==> src/rtl/ffba_pkg.sv <==
// Types and codes shared by the first-fit block allocator.
// No dependencies.
package ffba_pkg;

  localparam int REQ_W = 21;
  localparam int OFS_W = 20;

  typedef enum logic [2:0] {
    ST_OK      = 3'd0,
    ST_NO_FIT  = 3'd1,
    ST_FULL    = 3'd2,
    ST_UNKNOWN = 3'd3,
    ST_NULL    = 3'd4
  } status_t;

  typedef enum logic [1:0] {
    OP_ALLOC,
    OP_FREE,
    OP_NULL
  } op_t;

  typedef struct packed {
    logic             command;
    logic [REQ_W-1:0] request_bytes;
    logic [OFS_W-1:0] payload_offset;
  } cmd_t;

  typedef struct packed {
    status_t          status;
    logic [OFS_W-1:0] result_offset;
  } rsp_t;

  typedef struct packed {
    op_t              op;
    logic [REQ_W-1:0] req;
    logic [OFS_W-1:0] ptr;
  } job_t;

  typedef struct packed {
    logic [OFS_W-1:0] start;
    logic [OFS_W-1:0] length;
    logic             free;
  } entry_t;

  typedef enum logic [3:0] {
    S_INIT,
    S_IDLE,
    S_SCAN,
    S_NEXT_RD,
    S_NEXT_CHK,
    S_SHIFT,
    S_W_NEW,
    S_W_CUR,
    S_DONE
  } state_t;

endpackage

==> src/rtl/ffba_ram.sv <==
// Generic single-write, single-read RAM with registered read data.
// No dependencies.
module ffba_ram #(
  parameter int WIDTH = 8,
  parameter int DEPTH = 16
) (
  input  logic                     clk,
  input  logic                     we,
  input  logic [$clog2(DEPTH)-1:0] waddr,
  input  logic [WIDTH-1:0]         wdata,
  input  logic [$clog2(DEPTH)-1:0] raddr,
  output logic [WIDTH-1:0]         rdata
);

  logic [WIDTH-1:0] mem [DEPTH];

  always_ff @(posedge clk) begin
    if (we) begin
      mem[waddr] <= wdata;
    end
    rdata <= mem[raddr];
  end

endmodule

==> src/rtl/ffba_front.sv <==
// Front end: accepts command items, classifies them and queues them.
// Depends on ffba_pkg.
module ffba_front import ffba_pkg::*; (
  input  logic clk,
  input  logic rst,
  input  logic cmd_valid,
  output logic cmd_stall,
  input  cmd_t cmd,
  output logic q_valid,
  input  logic q_pop,
  output job_t q_job
);

  job_t        slot [2];
  logic        wp;
  logic        rp;
  logic [1:0]  fill;
  logic        push;
  logic        pop;
  job_t        job_in;

  assign cmd_stall = (fill == 2'd2);
  assign push      = cmd_valid && !cmd_stall;
  assign q_valid   = (fill != 2'd0);
  assign pop       = q_pop && q_valid;
  assign q_job     = slot[rp];

  always_comb begin
    job_in.req = cmd.request_bytes;
    job_in.ptr = cmd.payload_offset;
    if (!cmd.command) begin
      job_in.op = OP_ALLOC;
    end else if (cmd.payload_offset == '0) begin
      job_in.op = OP_NULL;
    end else begin
      job_in.op = OP_FREE;
    end
  end

  always_ff @(posedge clk) begin
    if (push) begin
      slot[wp] <= job_in;
    end
    if (rst) begin
      wp   <= 1'b0;
      rp   <= 1'b0;
      fill <= 2'd0;
    end else begin
      if (push) wp <= ~wp;
      if (pop)  rp <= ~rp;
      fill <= fill + 2'(push) - 2'(pop);
    end
  end

endmodule

==> src/rtl/ffba_back.sv <==
// Back end: walks the block table, splits, merges and shifts entries.
// Depends on ffba_pkg and ffba_ram.
module ffba_back import ffba_pkg::*; #(
  parameter int HEAP_BYTES   = 1048576,
  parameter int HEADER_BYTES = 12,
  parameter int MAX_BLOCKS   = 64
) (
  input  logic clk,
  input  logic rst,
  input  logic q_valid,
  output logic q_pop,
  input  job_t q_job,
  output logic rsp_valid,
  input  logic rsp_stall,
  output rsp_t rsp
);

  localparam int IW = $clog2(MAX_BLOCKS);
  localparam int CW = $clog2(MAX_BLOCKS + 1);

  state_t           state, state_next;
  logic [CW-1:0]    cnt, cnt_next;
  job_t             job, job_next;
  logic [CW-1:0]    scan_idx, scan_idx_next;
  logic             rd_v, rd_v_next;
  logic [IW-1:0]    rd_idx, rd_idx_next;
  logic [IW-1:0]    hit_idx, hit_idx_next;
  entry_t           hit_e, hit_e_next;
  entry_t           new_e, new_e_next;
  logic [OFS_W-1:0] cur_len, cur_len_next;
  logic             cur_free, cur_free_next;
  logic             cnt_inc, cnt_inc_next;
  logic             cnt_dec, cnt_dec_next;
  logic [IW-1:0]    sh_src, sh_src_next;
  logic [IW-1:0]    sh_end, sh_end_next;
  logic             sh_up, sh_up_next;
  logic             sh_go, sh_go_next;
  rsp_t             res, res_next;
  logic             rsp_valid_next;
  rsp_t             rsp_next;

  logic             we;
  logic [IW-1:0]    waddr;
  entry_t           wdata;
  logic [IW-1:0]    raddr;
  entry_t           rdata;

  logic             fit;
  logic             split;
  logic             match;
  logic             hit;

  ffba_ram #(.WIDTH($bits(entry_t)), .DEPTH(MAX_BLOCKS)) u_tab (
    .clk   (clk),
    .we    (we),
    .waddr (waddr),
    .wdata (wdata),
    .raddr (raddr),
    .rdata (rdata)
  );

  assign fit   = rdata.free && ({1'b0, rdata.length} >= job.req);
  assign split = {2'b00, rdata.length} > ({1'b0, job.req} + 22'(HEADER_BYTES));
  assign match = ({1'b0, rdata.start} + 21'(HEADER_BYTES)) == {1'b0, job.ptr};
  assign hit   = rd_v && ((job.op == OP_ALLOC) ? fit : match);

  always_ff @(posedge clk) begin
    job      <= job_next;
    scan_idx <= scan_idx_next;
    rd_idx   <= rd_idx_next;
    hit_idx  <= hit_idx_next;
    hit_e    <= hit_e_next;
    new_e    <= new_e_next;
    cur_len  <= cur_len_next;
    cur_free <= cur_free_next;
    cnt_inc  <= cnt_inc_next;
    cnt_dec  <= cnt_dec_next;
    sh_src   <= sh_src_next;
    sh_end   <= sh_end_next;
    sh_up    <= sh_up_next;
    res      <= res_next;
    rsp      <= rsp_next;
    if (rst) begin
      state     <= S_INIT;
      cnt       <= CW'(1);
      rd_v      <= 1'b0;
      sh_go     <= 1'b0;
      rsp_valid <= 1'b0;
    end else begin
      state     <= state_next;
      cnt       <= cnt_next;
      rd_v      <= rd_v_next;
      sh_go     <= sh_go_next;
      rsp_valid <= rsp_valid_next;
    end
  end

  always_comb begin
    state_next     = state;
    cnt_next       = cnt;
    job_next       = job;
    scan_idx_next  = scan_idx;
    rd_v_next      = 1'b0;
    rd_idx_next    = rd_idx;
    hit_idx_next   = hit_idx;
    hit_e_next     = hit_e;
    new_e_next     = new_e;
    cur_len_next   = cur_len;
    cur_free_next  = cur_free;
    cnt_inc_next   = cnt_inc;
    cnt_dec_next   = cnt_dec;
    sh_src_next    = sh_src;
    sh_end_next    = sh_end;
    sh_up_next     = sh_up;
    sh_go_next     = sh_go;
    res_next       = res;
    rsp_next       = rsp;
    rsp_valid_next = rsp_valid && rsp_stall;
    q_pop          = 1'b0;
    we             = 1'b0;
    waddr          = hit_idx;
    wdata          = '{start: hit_e.start, length: cur_len, free: cur_free};
    raddr          = scan_idx[IW-1:0];

    unique case (state)
      S_INIT: begin
        we          = 1'b1;
        waddr       = '0;
        wdata.start  = '0;
        wdata.length = OFS_W'(HEAP_BYTES - HEADER_BYTES);
        wdata.free   = 1'b1;
        state_next  = S_IDLE;
      end
      S_IDLE: begin
        if (q_valid) begin
          q_pop         = 1'b1;
          job_next      = q_job;
          scan_idx_next = '0;
          cnt_inc_next  = 1'b0;
          cnt_dec_next  = 1'b0;
          if (q_job.op == OP_NULL) begin
            res_next   = '{status: ST_NULL, result_offset: '0};
            state_next = S_DONE;
          end else begin
            state_next = S_SCAN;
          end
        end
      end
      S_SCAN: begin
        if (hit) begin
          hit_idx_next = rd_idx;
          hit_e_next   = rdata;
          if (job.op == OP_ALLOC) begin
            res_next = '{status: ST_OK,
                         result_offset: OFS_W'(rdata.start + OFS_W'(HEADER_BYTES))};
            cur_free_next = 1'b0;
            if (split) begin
              if (cnt == CW'(MAX_BLOCKS)) begin
                res_next   = '{status: ST_FULL, result_offset: '0};
                state_next = S_DONE;
              end else begin
                new_e_next.start  = OFS_W'(rdata.start + OFS_W'(HEADER_BYTES)
                                           + OFS_W'(job.req));
                new_e_next.length = OFS_W'(rdata.length - OFS_W'(job.req)
                                           - OFS_W'(HEADER_BYTES));
                new_e_next.free   = 1'b1;
                cur_len_next      = OFS_W'(job.req);
                cnt_inc_next      = 1'b1;
                if ((CW'(rd_idx) + CW'(1)) < cnt) begin
                  sh_up_next  = 1'b1;
                  sh_go_next  = 1'b1;
                  sh_src_next = IW'(cnt - CW'(1));
                  sh_end_next = IW'(rd_idx + IW'(1));
                  state_next  = S_SHIFT;
                end else begin
                  state_next = S_W_NEW;
                end
              end
            end else begin
              cur_len_next = rdata.length;
              state_next   = S_W_CUR;
            end
          end else begin
            res_next      = '{status: ST_OK, result_offset: '0};
            cur_len_next  = rdata.length;
            cur_free_next = 1'b1;
            if ((CW'(rd_idx) + CW'(1)) < cnt) begin
              state_next = S_NEXT_RD;
            end else begin
              state_next = S_W_CUR;
            end
          end
        end else if (scan_idx == cnt) begin
          res_next   = '{status: (job.op == OP_ALLOC) ? ST_NO_FIT : ST_UNKNOWN,
                         result_offset: '0};
          state_next = S_DONE;
        end else begin
          rd_v_next     = 1'b1;
          rd_idx_next   = scan_idx[IW-1:0];
          scan_idx_next = scan_idx + CW'(1);
        end
      end
      S_NEXT_RD: begin
        raddr      = IW'(hit_idx + IW'(1));
        state_next = S_NEXT_CHK;
      end
      S_NEXT_CHK: begin
        if (rdata.free) begin
          cur_len_next = OFS_W'(cur_len + OFS_W'(HEADER_BYTES) + rdata.length);
          cnt_dec_next = 1'b1;
          if ((CW'(hit_idx) + CW'(2)) < cnt) begin
            sh_up_next  = 1'b0;
            sh_go_next  = 1'b1;
            sh_src_next = IW'(hit_idx + IW'(2));
            sh_end_next = IW'(cnt - CW'(1));
            state_next  = S_SHIFT;
          end else begin
            state_next = S_W_CUR;
          end
        end else begin
          state_next = S_W_CUR;
        end
      end
      S_SHIFT: begin
        raddr = sh_src;
        if (sh_go) begin
          rd_v_next   = 1'b1;
          rd_idx_next = sh_src;
          if (sh_src == sh_end) begin
            sh_go_next = 1'b0;
          end else begin
            sh_src_next = sh_up ? IW'(sh_src - IW'(1)) : IW'(sh_src + IW'(1));
          end
        end
        if (rd_v) begin
          we    = 1'b1;
          waddr = sh_up ? IW'(rd_idx + IW'(1)) : IW'(rd_idx - IW'(1));
          wdata = rdata;
        end
        if (!sh_go && !rd_v) begin
          state_next = sh_up ? S_W_NEW : S_W_CUR;
        end
      end
      S_W_NEW: begin
        we         = 1'b1;
        waddr      = IW'(hit_idx + IW'(1));
        wdata      = new_e;
        state_next = S_W_CUR;
      end
      S_W_CUR: begin
        we         = 1'b1;
        cnt_next   = cnt + CW'(cnt_inc) - CW'(cnt_dec);
        state_next = S_DONE;
      end
      S_DONE: begin
        if (!rsp_valid || !rsp_stall) begin
          rsp_valid_next = 1'b1;
          rsp_next       = res;
          state_next     = S_IDLE;
        end
      end
      default: state_next = S_IDLE;
    endcase
  end

endmodule

==> src/rtl/first_fit_block_allocator.sv <==
// First-fit block allocator over a byte heap. In its first state after reset the
// back end writes the single free block; items are queued meanwhile. An item
// searches a table of N blocks with one table read per cycle from the block RAM.
// A split or merge then moves only the entries above the hit, one per cycle, before
// the entry write-back. Null frees skip the search. Results come out in order, one per item.
module first_fit_block_allocator import ffba_pkg::*; #(
  parameter int HEAP_BYTES   = 1048576,
  parameter int HEADER_BYTES = 12,
  parameter int MAX_BLOCKS   = 64
) (
  input  logic clk,
  input  logic rst,
  input  logic cmd_valid,
  output logic cmd_stall,
  input  cmd_t cmd,
  output logic rsp_valid,
  input  logic rsp_stall,
  output rsp_t rsp
);

  logic q_valid;
  logic q_pop;
  job_t q_job;

  ffba_front u_front (
    .clk       (clk),
    .rst       (rst),
    .cmd_valid (cmd_valid),
    .cmd_stall (cmd_stall),
    .cmd       (cmd),
    .q_valid   (q_valid),
    .q_pop     (q_pop),
    .q_job     (q_job)
  );

  ffba_back #(
    .HEAP_BYTES   (HEAP_BYTES),
    .HEADER_BYTES (HEADER_BYTES),
    .MAX_BLOCKS   (MAX_BLOCKS)
  ) u_back (
    .clk       (clk),
    .rst       (rst),
    .q_valid   (q_valid),
    .q_pop     (q_pop),
    .q_job     (q_job),
    .rsp_valid (rsp_valid),
    .rsp_stall (rsp_stall),
    .rsp       (rsp)
  );

endmodule

==> config.mk <==
export PLATFORM = sky130hd
export DESIGN_NAME = first_fit_block_allocator
export DESIGN_NICKNAME = d
export VERILOG_FILES = /design/src/rtl/ffba_pkg.sv /design/src/rtl/ffba_ram.sv /design/src/rtl/ffba_front.sv /design/src/rtl/ffba_back.sv /design/src/rtl/first_fit_block_allocator.sv
export SDC_FILE = /design/constraint.sdc
export NUM_CORES = 2
export LEC_CHECK = 0
export BUFFER_PORTS_ARGS = -buffer_cell sky130_fd_sc_hd__buf_2
export CAP_MARGIN = 20
export CORE_ASPECT_RATIO = 1.2
export CORE_MARGIN = 10
export CORE_UTILIZATION = 55
export CTS_CLUSTER_SIZE = 20
export DETAILED_ROUTE_END_ITERATION = 8
export PLACE_DENSITY = 0.71
export SLEW_MARGIN = 20
export SYNTH_ARGS = -nofsm -noshare
export SYNTH_HDL_FRONTEND = slang
export SYNTH_SLANG_ARGS = --single-unit
==> constraint.sdc <==
create_clock -name clk -period 8.3 [get_ports clk]
set_input_delay 1.66 -clock clk [delete_from_list [all_inputs] [get_ports clk]]
set_output_delay 1.66 -clock clk [all_outputs]
set_load 0.01 [all_outputs]
==> impl_metrics.env <==
export IMPL_run_status="finished with violations"
export IMPL_failed_checks="DRC"
export IMPL_synthToLayoutAreaGrowth_pct=11.03
export IMPL_tightest_slew_ns=1.170
export IMPL_r2r_end="u_back.u_tab.mem[27][17]"
export IMPL_required_ns=8.80
export IMPL_routed_wl_mm=356.7
export IMPL_fin_tns_setup_ns=0
export IMPL_drv_slew=0
export IMPL_synthMuxAreaShare_pct=2.050
export IMPL_fp_dieH_um=538.7
export IMPL_start_kind="flip-flop"
export IMPL_synth_seq_cells=2974
export IMPL_fin_crit_sh_pct=77.20
export IMPL_synth_nets=9690
export IMPL_wl_per_cell_um=28.11
export IMPL_routed_via_density=6.419
export IMPL_place_congestion=0.9181
export IMPL_fin_worst_skew_ns=0.06248
export IMPL_synthAdderAreaFrac_pct=1.804
export IMPL_relSlewSlack_pct=21.78
export IMPL_ys_warn_count=0
export IMPL_seqPwrFrac_pct=35.1
export IMPL_hold_path_depth=0
export IMPL_ios=71
export IMPL_io_buffers=70
export IMPL_nets=9706
export IMPL_ctsHoldBuffers=0
export IMPL_drc=2
export IMPL_netlist_area_um2=123300
export IMPL_ys_top_cells_by_area="edfxtp_1 71%, nand2_1 7.1%, nand3_1 3.7%"
export IMPL_synth_top_area_cell="edfxtp_1"
export IMPL_rsz0062_at_grt="false"
export IMPL_synthDominantCellAreaShare_pct=70.95
export IMPL_ctsResizeCount=0
export IMPL_synth_compound_area_share_pct=6.576
export IMPL_synthXorXnorAreaFrac_pct=1.117
export IMPL_critPathMaxFanout=45
export IMPL_vias=81450
export IMPL_dr_pass1_iters=9
export IMPL_hold_viol_final=0
export IMPL_ys_types=87
export IMPL_p_per_area_nw_per_um2=425.1
export IMPL_die_area_um2=243600
export IMPL_synthArstFlopShare_pct=0
export IMPL_max_cap_violations=0
export IMPL_synthSimpleGateAreaFrac_pct=13.90
export IMPL_vdd_drop_max_uv=328.2
export IMPL_ff2ff_path_depth=11
export IMPL_rows=190
export IMPL_synth_top_family_by_area="simple AND/OR/NAND/NOR gates"
export IMPL_hp_class="flip-flop to flip-flop"
export IMPL_min_from="u_back.res[12]"
export IMPL_synth_common_cells="2914 x edfxtp_1, 2332 x nand2_1, 918 x nand3_1, 381 x a21oi_1, 294 x clkbuf_1"
export IMPL_netSwitchingFraction_pct=42.49
export IMPL_antenna_found_initial=13
export IMPL_fmax_ghz=0.1561
export IMPL_path_clk_slew_ns=0.06
export IMPL_synth_avg_cell_area_um2=13.02
export IMPL_clk_latency_ns=0.88
export IMPL_coreArea_um2=223200
export IMPL_h_tree_depth=5
export IMPL_start_util_pct=55.25
export IMPL_drive_above_1_share_pct=9.333
export IMPL_syn_inst=9471
export IMPL_cts_buffer_depth=4
export IMPL_synthMostInstantiatedCell="edfxtp_1"
export IMPL_postLayoutCoreUtil_pct=61.34
export IMPL_cp_end_kind="flip-flop"
export IMPL_fill_cells=16390
export IMPL_internal_power_uw=33470
export IMPL_postCtsSetupBuffers=0
export IMPL_cts_tree="done"
export IMPL_min_to="u_back.rsp[12]"
export IMPL_layout_min_cycle_time_ns=6.408
export IMPL_power_switching_uw=24730
export IMPL_crit_type="flip-flop to flip-flop"
export IMPL_setup_violations=0
export IMPL_comb_power_share_pct=42.9
export IMPL_clock_sinks=2974
export IMPL_numCtsBuffers=288
export IMPL_synth_main_ff_cell="edfxtp_1"
export IMPL_grt_max_degree=149
export IMPL_fp_dieW_um=452.3
export IMPL_p_leak_uw=0.04723
export IMPL_r2r_slack_ns=1.89
export IMPL_r2r_start="u_back.state[2]"
export IMPL_antenna_left=0
export IMPL_yosysSeqAreaShare_pct=71.93
export IMPL_synth_edff_count=2914
export IMPL_grt_pass1_wl_mm=516.9
export IMPL_grt_ovfl_total=0
export IMPL_dp_hpwl_mm=212.1
export IMPL_p_clk_share_pct=22.0
export IMPL_grt_pass1_vias=77760
export IMPL_track_usage_pct=28.21
export IMPL_cp_arrival_ns=6.91
export IMPL_first_iter_violations=12040
export IMPL_cts_root_buf="clkbuf_16"
## power groups by stage
| stage | combinational [µW] | clock, µW | sequential, µW |
|---|---|---|---|
| finish | 25000 | 12800 | 20400 |
| global route | 26400 | 13500 | 20500 |
| CTS | 24300 | 12900 | 20400 |
| detailed placement | 24100 | 0 | 20700 |
| global placement | 23700 | 0 | 20700 |
| floorplan | 15000 | 0 | 20300 |
## state kept, by name, indices dropped and copies added, names as in the netlist, 2 cells and up, named ones only
name / cells
u_back.u_tab.mem: 2624
u_front.slot: 86
u_back.job: 43
u_back.u_tab.rdata: 41
u_back.new_e: 40
u_back.res: 23
u_back.rsp: 23
u_back.cur_len: 20
u_back.hit_e: 20
u_back.cnt: 7
u_back.scan_idx: 7
u_back.hit_idx: 6
u_back.rd_idx: 6
u_back.sh_end: 6
u_back.sh_src: 6
u_back.state: 4
u_front.fill: 2
## stage by stage
stage	worst slack, ns	cell area, µm²	power (µW)	hold WS (ns)	std cells
global route	1.713	136900	60330	0.4252	12690
CTS	2.047	136900	57610	0.4211	12680
detailed placement	2.099	127800	44830	0.4045	12170
finish	1.892	136900	58210	0.4193	12690
floorplan	2.797	123300	35260	0.4003	9471
global placement	2.180	127700	44330	0.4053	12170
## critical path, stage by stage (launching register included)
cell	delay, ns
dfxtp_1	1.04
nor4bb_2	0.43
buf_4	0.23
and2_2	0.17
buf_4	0.41
nor3_4	0.23
nor2_1	0.19
a21oi_1	0.10
a21oi_1	0.67
nand3_1	0.98
nor2_4	1.04
buf_4	0.49
## cells in the final DEF, fill, tap and decap left out, types with 62 or more instances in the layout
master | netlist | routed
clkbuf_1 | 294 | 62
nor3_1 | 146 | 145
a311oi_1 | 160 | 160
nor2_1 | 252 | 181
mux2i_1 | 202 | 202
clkbuf_16 | 0 | 294
ha_1 | 165 | 165
o221ai_1 | 91 | 91
edfxtp_1 | 2914 | 2914
nor2_4 | 0 | 66
buf_4 | 35 | 219
a31oi_1 | 107 | 107
a21oi_1 | 381 | 378
and3_1 | 119 | 117
o21ai_0 | 126 | 122
buf_2 | 184 | 70
nand2_1 | 2332 | 2310
nand3_1 | 918 | 917
xnor2_1 | 108 | 108
nand4_1 | 81 | 81
inv_1 | 158 | 151
## routing by layer
metal / up-vias / global-route usage, % / share of wire, %
met4: 10 / 13.18 / 5.1
met1: 39950 / 37.56 / 36
met3: 924 / 5.812 / 12
met2: 5475 / 44.59 / 47
li1: 35090 / - / -
met5: - / 0 / 0.016
## area by class of cell
class                   count  area [µm²]  share of cell area [%]
diodes                      5       12.51                0.009138
clock buffers             366        7727                   5.643
clock inverters           145        1358                  0.9914
inverters                 159       596.8                  0.4359
multi-input cells        5743       32170                   23.49
flip-flops and latches   2974       88710                   64.78
well taps                2976        3724                   2.719
repair buffers            321        2640                   1.928
## worst max path at each step
stage                    startpoint                        to  slack (ns)  depth (start not counted)
finish              u_back.state[2]  u_back.u_tab.mem[27][17]        1.89                         11
global route        u_back.state[2]  u_back.u_tab.mem[27][14]        1.71                         11
detailed placement  u_back.state[2]   u_back.u_tab.mem[27][0]        2.10                         11
CTS                 u_back.state[2]   u_back.u_tab.mem[27][3]        2.05                         11
global placement    u_back.state[2]   u_back.u_tab.mem[27][0]        2.18                         11
floorplan            u_back.job[22]          u_back.sh_src[0]        2.80                         15
## logic make-up (layout without fill, tap and decap cells)
kind of cell | after synthesis | after routing
XOR/XNOR | 154 | 154
AO/OA/AOI/OAI | 1198 | 1198
buffers and inverters | 754 | 991
other | 0 | 5
flip-flops | 2974 | 2974
adder cells (fa/ha/maj) | 173 | 173
AND/OR/NAND/NOR | 3971 | 3971
multiplexers | 247 | 247
No activity file was read; power rests on OpenSTA's default activity.
